## src/design/acmw_pkg.sv

```systemverilog
// Shared types, constants and helpers for the max-weight multi-pattern matcher.
package acmw_pkg;

    localparam int NODES    = 4096;
    localparam int NODE_W   = $clog2(NODES);
    localparam int CNT_W    = NODE_W + 1;
    localparam int ALPHABET = 26;
    localparam int SYM_W    = 5;
    localparam int PATTERNS = 256;
    localparam int ID_W     = 8;
    localparam int WGT_W    = 31;
    localparam int OP_W     = 3;

    typedef logic [NODE_W-1:0] node_t;
    typedef logic [ALPHABET-1:0][NODE_W-1:0] row_t;

    typedef enum logic [OP_W-1:0] {
        OP_CLEAR      = 3'd0,
        OP_PAT_SYM    = 3'd1,
        OP_END_PAT    = 3'd2,
        OP_BUILD      = 3'd3,
        OP_TEXT_SYM   = 3'd4,
        OP_END_TEXT   = 3'd5,
        OP_SET_WEIGHT = 3'd6
    } op_t;

    typedef enum logic [3:0] {
        S_CLR, S_IDLE, S_DISP, S_INS, S_SETW,
        S_SC_CHK, S_SC_X, S_SC_WALK,
        S_B_ROOT, S_B_DEQ, S_B_U1, S_B_U2, S_B_CH, S_B_FB, S_B_V
    } state_t;

    typedef enum logic [4:0] {
        A_NONE, A_LATCH, A_CLR_START, A_CLR_STEP, A_INS, A_END_PAT, A_END_TEXT,
        A_SET_W, A_SC_INIT, A_FB, A_SC_STEP, A_WALK, A_B_INIT, A_B_ROOT,
        A_B_DEQ, A_B_U2, A_B_SKIP, A_N_INIT_B, A_B_VSEL, A_B_LINK
    } act_t;

    typedef enum logic [2:0] {
        RD_ZERO, RD_CUR, RD_SCAN, RD_FL, RD_ENT, RD_Q, RD_UFL
    } rd_sel_t;

    typedef struct packed {
        act_t    act;
        rd_sel_t rd_sel;
    } cmd_t;

    typedef struct packed {
        op_t  op;
        logic sym_ok;
        logic ent_zero;
        logic n_zero;
        logic x_zero;
        logic fl_zero;
        logic term;
        logic c_last;
        logic urow_zero;
        logic q_empty;
        logic clr_last;
    } stat_t;

    function automatic node_t row_entry(input row_t row, input logic [SYM_W-1:0] c);
        node_t r;
        r = '0;
        for (int i = 0; i < ALPHABET; i++) begin
            if (c == SYM_W'(i)) begin
                r = row[i];
            end
        end
        return r;
    endfunction

    function automatic row_t row_set(input row_t row, input logic [SYM_W-1:0] c,
                                     input node_t v);
        row_t r;
        r = row;
        for (int i = 0; i < ALPHABET; i++) begin
            if (c == SYM_W'(i)) begin
                r[i] = v;
            end
        end
        return r;
    endfunction

endpackage

```

## src/design/acmw_ctrl.sv

```systemverilog
// Sequencer for clear, insert, set-weight, build and scan operations.
module acmw_ctrl (
    input  logic           clk,
    input  logic           rst_n,
    input  logic           start,
    input  acmw_pkg::stat_t st,
    output acmw_pkg::cmd_t  cmd,
    output logic           busy
);
    import acmw_pkg::*;

    state_t state_reg;
    state_t state_next;

    always_ff @(posedge clk or negedge rst_n) begin
        if (!rst_n) begin
            state_reg <= S_CLR;
        end
        else begin
            state_reg <= state_next;
        end
    end

    always_comb
    begin
        state_next = state_reg;
        unique case (state_reg)
            S_CLR:     if (st.clr_last) state_next = S_IDLE;
            S_IDLE:    if (start) state_next = S_DISP;
            S_DISP:
            begin
                unique case (st.op)
                    OP_CLEAR:      state_next = S_CLR;
                    OP_PAT_SYM:    state_next = st.sym_ok ? S_INS : S_IDLE;
                    OP_BUILD:      state_next = S_B_ROOT;
                    OP_TEXT_SYM:   state_next = st.sym_ok ? S_SC_CHK : S_IDLE;
                    OP_SET_WEIGHT: state_next = S_SETW;
                    default:       state_next = S_IDLE;
                endcase
            end
            S_INS:     state_next = S_IDLE;
            S_SETW:    state_next = S_IDLE;
            S_SC_CHK:  if (st.n_zero || !st.ent_zero) state_next = S_SC_X;
            S_SC_X:
            begin
                if (st.x_zero || !st.term || st.fl_zero) state_next = S_IDLE;
                else state_next = S_SC_WALK;
            end
            S_SC_WALK: if (st.fl_zero) state_next = S_IDLE;
            S_B_ROOT:  if (st.c_last) state_next = S_B_DEQ;
            S_B_DEQ:   state_next = st.q_empty ? S_IDLE : S_B_U1;
            S_B_U1:    state_next = S_B_U2;
            S_B_U2:    state_next = S_B_CH;
            S_B_CH:
            begin
                if (!st.urow_zero) state_next = S_B_FB;
                else if (st.c_last) state_next = S_B_DEQ;
            end
            S_B_FB:    if (st.n_zero || !st.ent_zero) state_next = S_B_V;
            S_B_V:     state_next = st.c_last ? S_B_DEQ : S_B_CH;
            default:   state_next = S_IDLE;
        endcase
    end

    always_comb
    begin
        cmd.act    = A_NONE;
        cmd.rd_sel = RD_ZERO;
        busy       = 1'b1;
        unique case (state_reg)
            S_CLR:     cmd.act = A_CLR_STEP;
            S_IDLE:
            begin
                busy    = 1'b0;
                cmd.act = A_LATCH;
            end
            S_DISP:
            begin
                unique case (st.op)
                    OP_CLEAR:    cmd.act = A_CLR_START;
                    OP_PAT_SYM:  cmd.rd_sel = RD_CUR;
                    OP_END_PAT:  cmd.act = A_END_PAT;
                    OP_BUILD:    cmd.act = A_B_INIT;
                    OP_TEXT_SYM:
                    begin
                        cmd.act    = A_SC_INIT;
                        cmd.rd_sel = RD_SCAN;
                    end
                    OP_END_TEXT: cmd.act = A_END_TEXT;
                    default:     cmd.act = A_NONE;
                endcase
            end
            S_INS:     cmd.act = A_INS;
            S_SETW:    cmd.act = A_SET_W;
            S_SC_CHK, S_B_FB:
            begin
                cmd.rd_sel = (!st.n_zero && st.ent_zero) ? RD_FL : RD_ENT;
                if (!st.n_zero && st.ent_zero) cmd.act = A_FB;
                else cmd.act = (state_reg == S_SC_CHK) ? A_SC_STEP : A_B_VSEL;
            end
            S_SC_X:
            begin
                cmd.rd_sel = RD_FL;
                if (!st.x_zero && st.term) cmd.act = A_WALK;
            end
            S_SC_WALK:
            begin
                cmd.act    = A_WALK;
                cmd.rd_sel = RD_FL;
            end
            S_B_ROOT:  cmd.act = A_B_ROOT;
            S_B_DEQ:   if (!st.q_empty) cmd.act = A_B_DEQ;
            S_B_U1:    cmd.rd_sel = RD_Q;
            S_B_U2:    cmd.act = A_B_U2;
            S_B_CH:
            begin
                if (st.urow_zero) cmd.act = A_B_SKIP;
                else
                begin
                    cmd.act    = A_N_INIT_B;
                    cmd.rd_sel = RD_UFL;
                end
            end
            S_B_V:     cmd.act = A_B_LINK;
            default:   cmd.act = A_NONE;
        endcase
    end

endmodule

```

## config.mk

```make
export PLATFORM = sky130hd
export DESIGN_NAME = acmw_ctrl
export DESIGN_NICKNAME = d
export VERILOG_FILES = /design/src/design/acmw_pkg.sv /design/src/design/acmw_ctrl.sv
export SDC_FILE = /design/constraint.sdc
export NUM_CORES = 1
export LEC_CHECK = 0
export BUFFER_PORTS_ARGS = -buffer_cell sky130_fd_sc_hd__buf_2
export CAP_MARGIN = 30
export CORE_MARGIN = 8
export CORE_UTILIZATION = 50
export CTS_CLUSTER_SIZE = 30
export DETAILED_ROUTE_END_ITERATION = 6
export GPL_TIMING_DRIVEN = 1
export HOLD_SLACK_MARGIN = 0.05
export PLACE_DENSITY = 0.78
export SETUP_SLACK_MARGIN = 0.3
export SYNTH_ARGS = -nofsm -noshare
export SYNTH_HDL_FRONTEND = slang
export SYNTH_SLANG_ARGS = --single-unit
```

## constraint.sdc

```tcl
create_clock -name clk -period 1.9 [get_ports clk]
set_clock_uncertainty 0.1 [all_clocks]
set_input_delay 0.095 -clock clk [delete_from_list [all_inputs] [get_ports clk]]
set_output_delay 0.095 -clock clk [all_outputs]
set_load 0.01 [all_outputs]
```

After elaboration in Yosys (flattened, before gate mapping)
Cells that the tools add are included.
{"block": "word_totals", "reg_bits": 4, "latch_bits": 0, "ram_bits": 0, "rom_bits": 0, "inputBits": 16, "output_inout_bits": 9, "word_cells": 66, "n_memories": 0}
{"block": "classes", "add_sub_neg": 0, "n_mul": 0, "div": 0, "magnitude_cmp": 0, "n_eq_ne": 25, "shifts": 0, "mux": 26, "bitwise": 0, "reduce_logical": 14}
{"op": "5-bit case mux with 13 select lines", "count": 1}
{"op": "4-bit case mux with 13 select lines", "count": 1}
{"op": "4-bit two-way mux", "count": 10}
{"op": "4-bit case mux with 5 select lines", "count": 2}
{"op": "4-bit equality test, second input constant", "count": 7}
{"op": "4-bit by 3-bit equality test with 1-bit output, second input constant", "count": 4}
{"op": "3-bit two-way mux", "count": 5}
{"op": "3-bit case mux with 5 select lines", "count": 1}
{"op": "5-bit two-way mux", "count": 2}
{"op": "2-bit != test, second input constant", "count": 5}
{"op": "3-bit equality test, second input constant", "count": 3}
{"op": "4-bit by 2-bit equality test with 1-bit output, second input constant", "count": 2}
{"op": "3-bit by 2-bit equality test with 1-bit output, second input constant", "count": 2}
{"op": "5-bit AND reduction", "count": 1}
{"op": "4-bit by 1-bit equality test with 1-bit output, second input constant", "count": 1}
{"op": "1-bit zero test", "count": 4}
{"op": "4-bit zero test", "count": 1}
{"op": "2-bit case mux with 2 select lines", "count": 1}
{"op": "2-bit OR reduction", "count": 2}
{"op": "3-bit by 1-bit equality test with 1-bit output, second input constant", "count": 1}
{"op": "3-bit zero test", "count": 1}
{"op": "1-bit logical OR", "count": 3}
{"op": "1-bit logical AND", "count": 2}
{"op": "1-bit two-way mux", "count": 2}
{"op": "2-bit two-way mux", "count": 1}

Longest topological paths before layout
Gate-level depths: netlist of run 1.
{"block": "logic_depth", "depth_word": 5, "depth_mapped": 7, "mapped_depth_nobuf": 6}

Least setup slack after synthesis of run 1
Ideal clock, no wire load.
{"block": "synth_timing", "path_type": "register to register", "startpoint": "reg state_reg[0]", "endpoint": "reg state_reg[1]", "setup_ns": 0.067, "arrival_time_ns": 1.595, "t_required_ns": 1.733, "setup_slack_ns": 0.138, "path_stages_with_launch": 6, "n_path_buf": 1, "period_less_slack_ns": 1.762, "path_cell_list": "dfrtp_1 or4b_1 buf_2 nor4b_4 a221o_1 a22o_1"}
{"block": "synth_via", "elab_chain_cells": 3, "elab_cells_between_ends": 20, "classes_between": "eq/ne: 17; mux: 1; reduce/logical: 2"}
{"item": "start, declared", "line": "acmw_ctrl.sv:12", "rtl": "state_t state_reg;"}
{"item": "start signal, assigned", "line": "acmw_ctrl.sv:20", "rtl": "state_reg <= state_next;"}
{"item": "4-bit equality test, or another cell as far along", "line": "acmw_ctrl.sv:27", "rtl": "unique case (state_reg)"}
{"item": "2-bit != test (no source line)"}
{"item": "5-bit AND reduction (no source line)"}
Several ways; a longest one is shown, not always the timed one.
A chain may end at the register's enable or synchronous reset.

==> flow_summary_export.csv, run 1 <==
group,metric,value,unit
synthesis,yosysSeqAreaShare,0.125,
synthesis,synth_compound_area_frac,0.394,
setup_path,required,1.70,ns
synthesis,yosys_warnings,0,
detailed_routing,dr.first_iter.drc_count,80,
final_layout,n_antenna_cell,0,
detailed_routing,drc_errors,0,
final_layout,fin_nets,177,
floorplan,die_h,56.1,µm
power,ir_worst_vdd,0.000755,V
worst_hold_path,min_path_type,"primary input to asynchronous set/reset pin",
detailed_routing,route.vias.total,1197,
synthesis,synth-xor-area-share,0.0218,
synthesis,ys_ff_latch,4,
power,leakage,0.559,nW
detailed_routing,wl_per_cell,19.9,µm
timing,slew_violations,0,
final_layout,final_cell_area,1250,µm²
detailed_routing,antenna_left,0,
synthesis,syn_area,803,µm²
detailed_routing,first_pass_iters,5,
status,violations,"negative setup slack",
cts,cts_buffer_depth,2,
cts,clkLatencyLatePin,0.25,ns
setup_path,worstRegToRegCells,4,
detailed_routing,wl,3460,µm
floorplan,start_util,0.533,
grt,antenna_found_initial,0,
setup_path,regToRegEndpoint,"state_reg[1]",
cts,cts_made_buffers,3,
setup_path,worstPathMaxFanout,5,
final_layout,drive_gt1_frac,0.443,
setup_path,timing_worst_setup_path_type,"flop to primary output",
synthesis,syn_avg_cell_area,6.69,µm²
timing,finalSetupViolCount,5,
synthesis,synthSimpleGateAreaFrac,0.346,
cts,cts_sinks,4,
timing,min_period,1.97,ns
power,power_density,1270,nW/µm²
setup_path,start_kind,"flop",
synthesis,synthesis.nets,137,
synthesis,syn_inst,120,
timing,max_freq,0.509,GHz
floorplan,die_width,56.1,µm
floorplan,io_pins,25,
place,gp_congestion,0.847,
floorplan,rows,14,
grt,grt_overflow,0,
grt,grt_max_degree,23,
setup_path,endpoint_kind,"primary output",
grt,grt_pass1_vias,1126,
place,dp_hpwl,1970,µm
place,io_buffers,24,
place,postPlaceCellArea,950,µm²
synthesis,async_reset_ff_frac,1.00,
grt,track_usage,0.199,
status,status,"finished, violations left",
setup_path,crit_arrival,1.77,ns
synthesis,synth.area.mux_share,0.0125,
cts,cts_root_buf,"clkbuf_4",
timing,post-route-period-util,1.03,
timing,holdWs,0.0848,ns
final_layout,layoutNonFillerInstCount,174,
floorplan,die_area,3140,µm²
timing,tightestPinTransition,0.292,ns
synthesis,synth_top_family_by_area,"compound AO/OA/AOI/OAI gates",
flow_run,cap_violations,0,
timing,final.setup.worst_slack,-0.0651,ns
cts,path_clk_slew,0.05,ns
cts,cts_max_level,1,
floorplan,core,1510,µm²
detailed_routing,via_per_inst,6.88,
synthesis,ys_types,41,
synthesis,synth_edf_count,0,
setup_path,rrSetupSlack,0.14,ns
final_layout,areaGrowthSynthToFinish,55.9,%
timing,timing.slew.headroom,0.804,
cts,cts_tree,"built",
power,p_total,1.59,mW
place,dp.cells,155,
grt,grt_pass1_wl,5220,µm
timing,rsz0062_at_grt,"true",
setup_path,crit_end,"cmd[0]",
setup_path,rr_startpoint,"state_reg[3]",
setup_path,timing.critical_path.from,"state_reg[3]",
final_layout,largest_reg_flops,4,
synthesis,synth_ff_type,"dfrtp_1",
timing,hold_viol_final,0,
synthesis,synthAdderAreaFrac,0.0156,
==> cell families (layout without fill, tap and decap cells) <==
logic type / Yosys count / after routing
buf+inv: 18 / 56
flops: 4 / 4
simple gates: 47 / 47
xor+xnor: 2 / 2
mux: 1 / 1
fa+ha+maj: 1 / 1
compound gates: 47 / 47
==> timing repair <==
item                                    in CTS  in global routing
gates cloned                                 2                  0
resized for setup                           25                 11
endpoints found under the setup margin      11                 12
buffers inserted                            11                  2
hold endpoints to repair                     4                  0
hold buffers                                 1                  0
pin swaps                                   10                 11
==> synthesized netlist by cell type (2+ instances only) <==
master	instances	share of area
a211oi_1	4	0.037
a21oi_1	6	0.037
a221o_1	2	0.025
a31oi_1	4	0.031
clkbuf_1	11	0.051
dfrtp_1	4	0.12
inv_1	6	0.028
nand2_1	8	0.037
nand2b_1	7	0.055
nand3_1	3	0.019
nand3b_1	3	0.028
nor2_1	11	0.051
nor2b_1	3	0.023
nor3b_1	2	0.019
o211ai_1	2	0.019
o21a_1	2	0.019
o21ai_0	14	0.087
o2bb2ai_1	2	0.022
o311ai_0	2	0.022
or3b_2	2	0.022
xor2_1	2	0.022
==> metal layers <==
metal | track usage | routed length (µm)
met5 | 0 | 0
met4 | 0.0790 | 216
met2 | 0.357 | 1710
met1 | 0.216 | 1220
met3 | 0.0457 | 325
==> placed cells by master, fill, tap and decap left out, drive strengths merged, types with 2 or more instances in the layout <==
| cell type | n |
|---|---|
| clkbuf | 3 |
| o21a | 2 |
| o311ai | 2 |
| nand3 | 3 |
| o2bb2ai | 2 |
| xor2 | 2 |
| or3b | 2 |
| nor2b | 3 |
| nand2 | 8 |
| a21oi | 6 |
| o211ai | 2 |
| inv | 5 |
| nor3b | 2 |
| a221o | 2 |
| a211oi | 4 |
| o21ai | 14 |
| nand2b | 7 |
| nand3b | 3 |
| buf | 45 |
| a31oi | 4 |
| nor2 | 11 |
| dfrtp | 4 |
==> report_power, final <==
group,leakage (nW),internal (mW),switching [mW]
clock,0.0138,0.0719,0.0519
combinational,0.494,0.682,0.638
sequential,0.0507,0.114,0.0268
total,0.559,0.869,0.717
==> per-stage QoR <==
stage,setup TNS [ns],utilization,setup WS (ns)
3_3_place_gp,0,0.630,0.0501
6_report,-0.164,0.831,-0.0651
4_1_cts,-0.103,0.797,-0.0482
2_1_floorplan,0,-,0.211
5_1_grt,-0.474,0.831,-0.102
3_5_place_dp,-0.00166,0.630,-0.00166
==> final cells by class <==
class | count | area (µm²)
clock buffers | 3 | 22.5
fillers | 81 | 254
inverters | 6 | 26.3
multi-input cells | 98 | 716
flip-flops and latches | 4 | 101
well taps | 16 | 20.0
repair buffers | 47 | 367
==> critical path, cell delays in order, from the launching register on <==
cell and delay [ns]:
dfrtp_1 0.37, or4b_4 0.61, nor4b_4 0.27, a31oi_1 0.07, nand2_1 0.06, buf_2 0.12
==> worst min path at each step <==
stage | from | end | slack, ns | cells past startpoint
floorplan | rst_n | state_reg[0] | -0.30 | 0
global placement | rst_n | state_reg[1] | -0.20 | 1
detailed placement | rst_n | state_reg[2] | -0.20 | 1
CTS | rst_n | state_reg[1] | 0.08 | 2
global route | rst_n | state_reg[2] | 0.1 | 2
finish | rst_n | state_reg[2] | 0.08 | 2
(Power assumes the default switching activity.)
==> run 2, diff against run 1 <==
Settings changed: ABC_AREA set to 1, CORE_UTILIZATION 50 to 48, PLACE_DENSITY 0.78 to 0.77.
==> run 2 against run 1 <==
The run now ends clean; global-route usage is 0.22 points lower; largest power group unchanged; sequential share of layout area increased by 1.8 points; core utilization is 10 points lower; maximum frequency is 11% higher; synthesized cell count increased by 20%.
==> flow_summary_export.csv, run 2 <==
group,metric,value,unit
status,status,"completed",
timing,rsz0062_at_grt,"true",
final_layout,drive_gt1_frac,0.366,
setup_path,required,1.70,ns
grt,grt_max_degree,9,
timing,timing.slew.headroom,0.807,
grt,grt_overflow,0,
cts,cts_root_buf,"clkbuf_4",
synthesis,synthSimpleGateAreaFrac,0.574,
grt,grt_pass1_vias,1055,
floorplan,die_area,2980,µm²
power,ir_worst_vdd,0.000752,V
cts,cts_max_level,1,
timing,max_freq,0.563,GHz
detailed_routing,wl_met3,285,µm
setup_path,max_stage_delay,0.45,ns
synthesis,syn_inst,144,
detailed_routing,dr.first_iter.drc_count,52,
final_layout,final_cell_area,1060,µm²
place,dp.cells,182,
worst_hold_path,min_path_type,"primary input to flop",
synthesis,yosysMostFrequentCell,"nand2_1",
setup_path,rrSetupSlack,0.27,ns
setup_path,crit_slowest_cell,"dfrtp_2",
synthesis,ys_ff_latch,4,
detailed_routing,antenna_left,0,
final_layout,largest_reg_flops,4,
final_layout,fin_util,0.728,
detailed_routing,drc_errors,0,
place,gp_congestion,1.00,
place,io_buffers,24,
setup_path,timing_worst_setup_path_type,"flop to primary output",
worst_hold_path,worstHoldStart,"st[5]",
grt,antenna_found_initial,0,
detailed_routing,route.vias.total,1120,
floorplan,rows,14,
power,power_density,1280,nW/µm²
floorplan,die_width,54.5,µm
detailed_routing,met1_length,1040,µm
synthesis,syn_avg_cell_area,4.95,µm²
detailed_routing,highest_layer,"met4",
synthesis,synth.largest_area_cell,"nand2_1",
synthesis,yosysSeqAreaShare,0.140,
grt,grt_pass1_wl,4520,µm
synthesis,netlist.area_leader.share,0.247,
synthesis,synthTopCellsByArea,"nand2_1 (25%), dfrtp_1 (14%), nor2_1 (14%), nand3_1 (12%), inv_1 (11%)",
cts,cts_sinks,4,
synthesis,synth-xor-area-share,0,
setup_path,regToRegEndpoint,"state_reg[3]",
setup_path,worstPathMaxFanout,5,
setup_path,path_cells,"inv_2 -> nor2_4 -> buf_4 -> a22oi_1 -> nand3_1 -> buf_2",
floorplan,core,1450,µm²
synthesis,synth_edf_count,0,
synthesis,yosys_warnings,0,
setup_path,worstRegToRegCells,8,
final_layout,layoutNonFillerInstCount,199,
setup_path,timing.critical_path.from,"state_reg[2]",
synthesis,syn_area,713,µm²
timing,post-route-period-util,0.934,
cts,cts_made_buffers,3,
timing,final.setup.worst_slack,0.124,ns
timing,finalSetupViolCount,0,
cts,clkLatencyLatePin,0.24,ns
cts,cts_tree,"built",
floorplan,io_pins,25,
detailed_routing,via_per_inst,5.63,
floorplan,start_util,0.491,
setup_path,start_kind,"flop",
timing,slew_violations,0,
synthesis,ys_types,18,
grt,track_usage,0.197,
power,leakage,0.652,nW
place,postPlaceCellArea,847,µm²
flow_run,cap_violations,0,
detailed_routing,wl,2800,µm
synthesis,synth_ff_type,"dfrtp_1",
timing,min_period,1.78,ns
synthesis,synth_top_family_by_area,"simple AND/OR/NAND/NOR gates",
synthesis,synthAdderAreaFrac,0.0175,
detailed_routing,dr_wl_met2,1350,µm
timing,tightestPinTransition,0.289,ns
final_layout,fin_nets,202,
final_layout,n_antenna_cell,0,
cts,cts_buffer_depth,2,
final_layout,final_common_cell,"nand2_1",
setup_path,rr_startpoint,"state_reg[0]",
synthesis,async_reset_ff_frac,1.00,
setup_path,crit_end,"cmd[1]",
final_layout,most-common-layout-cells,"nand2_1 (42), buf_2 (24), nor2_1 (20)",
synthesis,synth.area.mux_share,0,
place,dp_hpwl,1930,µm
timing,tns,0,ns
setup_path,crit_arrival,1.58,ns
place,dp_slack,0.115,ns
synthesis,synth_compound_area_frac,0.144,
timing,hold_viol_final,0,
cts,path_clk_slew,0.04,ns
final_layout,areaGrowthSynthToFinish,48.4,%
synthesis,synth_common_cells,"nand2_1 (47), nor2_1 (26), inv_1 (20), nand3_1 (17), a21oi_1 (8)",
detailed_routing,first_pass_iters,4,
synthesis,synthesis.nets,161,
floorplan,die_h,54.5,µm
setup_path,endpoint_kind,"primary output",
detailed_routing,wl_per_cell,14.1,µm
## run 2: cell types whose count changed in the layout (fill, tap and decap cells not counted), moves of 4 or more
| cell | previous run | this run |
|---|---|---|
| nand2_1 | 7 | 42 |
| nor2_4 | 2 | 6 |
| o21ai_0 | 12 | 6 |
| nand3_1 | 3 | 17 |
| nor2_1 | 8 | 20 |
| buf_6 | 7 | 1 |
| a31oi_1 | 4 | 0 |
| inv_1 | 4 | 16 |
| nand2b_1 | 4 | 0 |
## run 2: per-stage QoR
| stage | power (mW) | hold slack [ns] |
|---|---|---|
| final | 1.36 | 0.0826 |
| after global routing | 1.46 | 0.102 |
| after CTS | 1.25 | 0.0726 |
| after detailed placement | 0.940 | -0.196 |
| after global placement | 0.936 | -0.199 |
| after floorplan | 0.696 | -0.301 |
## run 2: kinds of logic (layout without fill, tap and decap cells)
| family | count (synthesis) | count (layout) |
|---|---|---|
| compound gates | 19 | 19 |
| fa+ha+maj | 1 | 1 |
| buf+inv | 23 | 62 |
| flops | 4 | 4 |
| simple gates | 97 | 97 |
## run 2: worst min path at each step
stage	endpoint	cells after the start
floorplan	state_reg[0]	0
global placement	state_reg[0]	1
detailed placement	state_reg[2]	1
CTS	state_reg[1]	4
global route	state_reg[0]	2
finish	state_reg[1]	4
## run 2: cell type report
class	instances	area [µm²]
timing repair buffer	39	239
tap	16	20.0
inverter	20	75.1
sequential	4	105
clock buffer	3	22.5
multi-input combinational	117	597
fill	128	395
## run 2: critical path, delay by kind of cell (launching register included)
family                 cells  cell delay [ns]
DFF                        1             0.45
buffers and inverters      3             0.42
AOI/OAI and AO/OA          1             0.27
and+or+nand+nor            2             0.21
## run 2: metal layers
layer	vias to the layer above	track usage
met5	-	0
met4	0	0.0656
met3	14	0.0652
met2	83	0.336
met1	483	0.224
li1	540	-
## run 2: what timing repair did
action / CTS / global route
endpoints found under the setup margin: 8 / 11
hold buffers: 1 / 0
buffers inserted: 10 / 3
pin swaps: 5 / 3
hold endpoints to repair: 4 / 0
gates resized for setup: 25 / 6
## run 2: where the power goes
part | switching (mW) | internal (mW) | leakage, nW
Combinational | 0.610 | 0.418 | 0.592
Sequential | 0.0943 | 0.128 | 0.0463
Clock | 0.0367 | 0.0708 | 0.0138
==> run 3, diff against run 2 <==
--- a/config.mk
+++ b/config.mk
@@ -7,7 +7,7 @@
 export LEC_CHECK = 0
-export ABC_AREA = 1
+export ABC_AREA = 0
 export BUFFER_PORTS_ARGS = -buffer_cell sky130_fd_sc_hd__buf_2
 export CAP_MARGIN = 30
-export CORE_MARGIN = 8
-export CORE_UTILIZATION = 48
+export CORE_MARGIN = 3
+export CORE_UTILIZATION = 50
 export CTS_CLUSTER_SIZE = 30
@@ -16,3 +16,3 @@
 export HOLD_SLACK_MARGIN = 0.05
-export PLACE_DENSITY = 0.77
+export PLACE_DENSITY = 0.78
 export SETUP_SLACK_MARGIN = 0.3
--- a/constraint.sdc
+++ b/constraint.sdc
@@ -4,2 +4,2 @@
 set_output_delay 0.095 -clock clk [all_outputs]
-set_load 0.01 [all_outputs]
+set_load 0.02 [all_outputs]
==> run 3 against run 2 <==
The flow now finishes with violations (negative setup slack); sequential share of layout area down 2.1 points; non-clock buffer count increased by 4; critical path depth is 1 lower; register-to-register slack lost 0.23 ns; global-route usage is 12 points higher; die area is 29% lower; first-iteration DRC count increased by 35%; design area grew 22%; critical endpoint is now cmd[0]; largest power group unchanged.
==> flow_summary_export.csv, run 3 (synthesis gave the netlist of run 1 again) <==
group,metric,value,unit
grt,grt_pass1_vias,1077,
floorplan,die_h,46.1,µm
cts,cts_sinks,4,
power,comb_power_share,0.845,
power,p_total,1.74,mW
timing,hold_viol_final,0,
setup_path,path_cells,"or4b_4 -> nor4b_4 -> a31oi_1 -> nand2_2 -> buf_6",
cts,cts_buffer_depth,2,
setup_path,endpoint_kind,"primary output",
timing,timing.slew.headroom,0.744,
final_layout,multiInputGateArea,739,µm²
setup_path,rr_startpoint,"state_reg[3]",
timing,min_period,2.01,ns
cts,cts_made_buffers,3,
timing,post-route-period-util,1.06,
grt,grt_overflow,0,
cts,cts_root_buf,"clkbuf_4",
cts,clkLatencyLatePin,0.26,ns
floorplan,die_width,46.1,µm
setup_path,timing.critical_path.from,"state_reg[3]",
floorplan,io_pins,25,
floorplan,start_util,0.574,
place,io_buffers,24,
status,status,"finished, violations left",
setup_path,required,1.70,ns
final_layout,fin_nets,173,
timing,slew_violations,0,
setup_path,timing_worst_setup_path_type,"flop to primary output",
detailed_routing,wl_per_cell,20.8,µm
worst_hold_path,min_path_type,"primary input to asynchronous set/reset pin",
final_layout,nFillCells,61,
setup_path,crit_arrival,1.81,ns
final_layout,seqCellArea,101,µm²
timing,rsz0062_at_grt,"true",
timing,max_freq,0.498,GHz
detailed_routing,met1_length,1370,µm
cts,cts_tree,"built",
detailed_routing,dr_wl_met2,1630,µm
status,violations,"negative setup slack",
flow_run,cap_violations,0,
power,leakage,0.547,nW
detailed_routing,drc_errors,0,
setup_path,start_kind,"flop",
power,power_density,1350,nW/µm²
place,postPlaceCellArea,967,µm²
power,p_sw_frac,0.481,
final_layout,final_common_cell,"buf_2",
power,power.switching,838,µW
setup_path,max_stage_delay,0.61,ns
detailed_routing,wl_met3,355,µm
grt,antenna_found_initial,0,
grt,grt_pass1_wl,4850,µm
detailed_routing,route.vias.total,1170,
timing,holdWs,0.0763,ns
floorplan,die_area,2120,µm²
final_layout,most-common-layout-cells,"buf_2 (17), o21ai_0 (11), buf_6 (11)",
detailed_routing,highest_layer,"met4",
setup_path,crit_slowest_cell,"or4b_4",
floorplan,rows,13,
place,dp_hpwl,1810,µm
cts,cts_max_level,1,
detailed_routing,wl,3510,µm
power,p_int,905,µW
final_layout,final_cell_area,1290,µm²
final_layout,largest_reg_flops,4,
place,gp_congestion,0.887,
detailed_routing,dr.first_iter.drc_count,70,
grt,grt_max_degree,23,
timing,final.setup.worst_slack,-0.107,ns
power,ir_worst_vdd,0.00111,V
floorplan,core,1400,µm²
timing,finalSetupViolCount,6,
final_layout,drive_gt1_frac,0.461,
detailed_routing,antenna_left,0,
setup_path,worstPathMaxFanout,5,
detailed_routing,first_pass_iters,4,
power,p_clk_frac,0.072,
final_layout,areaGrowthSynthToFinish,60.6,%
timing,tightestPinTransition,0.384,ns
final_layout,n_antenna_cell,0,
cts,path_clk_slew,0.05,ns
detailed_routing,via_per_inst,6.92,
power,p_seq_frac,0.083,
grt,track_usage,0.320,
-- run 3: metal layers --
layer / global-route usage / vias up
met5: 0 / -
met4: 0.165 / 0
met3: 0.0586 / 20
met2: 0.530 / 102
met1: 0.387 / 528
li1: - / 520
-- run 3: path summary, 6_finish.rpt --
| kind | to | slack [ns] | cells after the start |
|---|---|---|---|
| max | cmd[0] | -0.11 | 5 |
| min | state_reg[1] | 0.08 | 2 |
| max reg2reg | state_reg[0] | 0.04 | 4 |
| min reg2reg | state_reg[3] | 0.60 | 2 |
| max in group asynchronous | state_reg[1] | 1.49 | 2 |
| min in group clk | state_reg[2] | 0.08 | 3 |
-- run 3: timing repair --
| action | CTS | global route |
|---|---|---|
| hold buffers | 1 | 0 |
| cloned | 1 | 0 |
| hold endpoints to repair | 4 | 0 |
| resized for setup | 26 | 27 |
| setup buffers | 8 | 2 |
| pin swaps | 4 | 7 |
| endpoints found under the setup margin | 11 | 12 |
-- run 3: critical path, delay by kind of cell, from the launching register on --
kind / cells / cell delay [ns]
AND/OR/NAND/NOR: 3 / 0.96
flip-flops: 1 / 0.39
buffers and inverters: 1 / 0.11
AO/OA/AOI/OAI: 1 / 0.09
-- run 3: area by class of cell --
class	instances	area share
inverters	6	0.0242
multi-input cells	98	0.573
well taps	15	0.0145
clock buffers	3	0.0175
repair buffers	43	0.292
flip-flops and latches	4	0.0786
-- run 3: stage by stage --
| step | cells | worst slack (ns) | TNS (ns) | utilization |
|---|---|---|---|---|
| after floorplan | 120 | 0.208 | 0 | - |
| after global placement | 154 | 0.0736 | 0 | 0.691 |
| after detailed placement | 154 | 0.0599 | 0 | 0.691 |
| after CTS | 167 | -0.0664 | -0.182 | 0.847 |
| after global routing | 169 | -0.165 | -0.786 | 0.922 |
| final | 169 | -0.107 | -0.430 | 0.922 |
-- run 3: power by group through the flow --
stage / logic (mW) / registers (mW) / clock network [mW]
CTS: 1.23 / 0.136 / 0.113
global route: 1.55 / 0.146 / 0.128
floorplan: 0.630 / 0.136 / 0
finish: 1.47 / 0.145 / 0.126
detailed placement: 0.882 / 0.130 / 0
global placement: 0.866 / 0.127 / 0
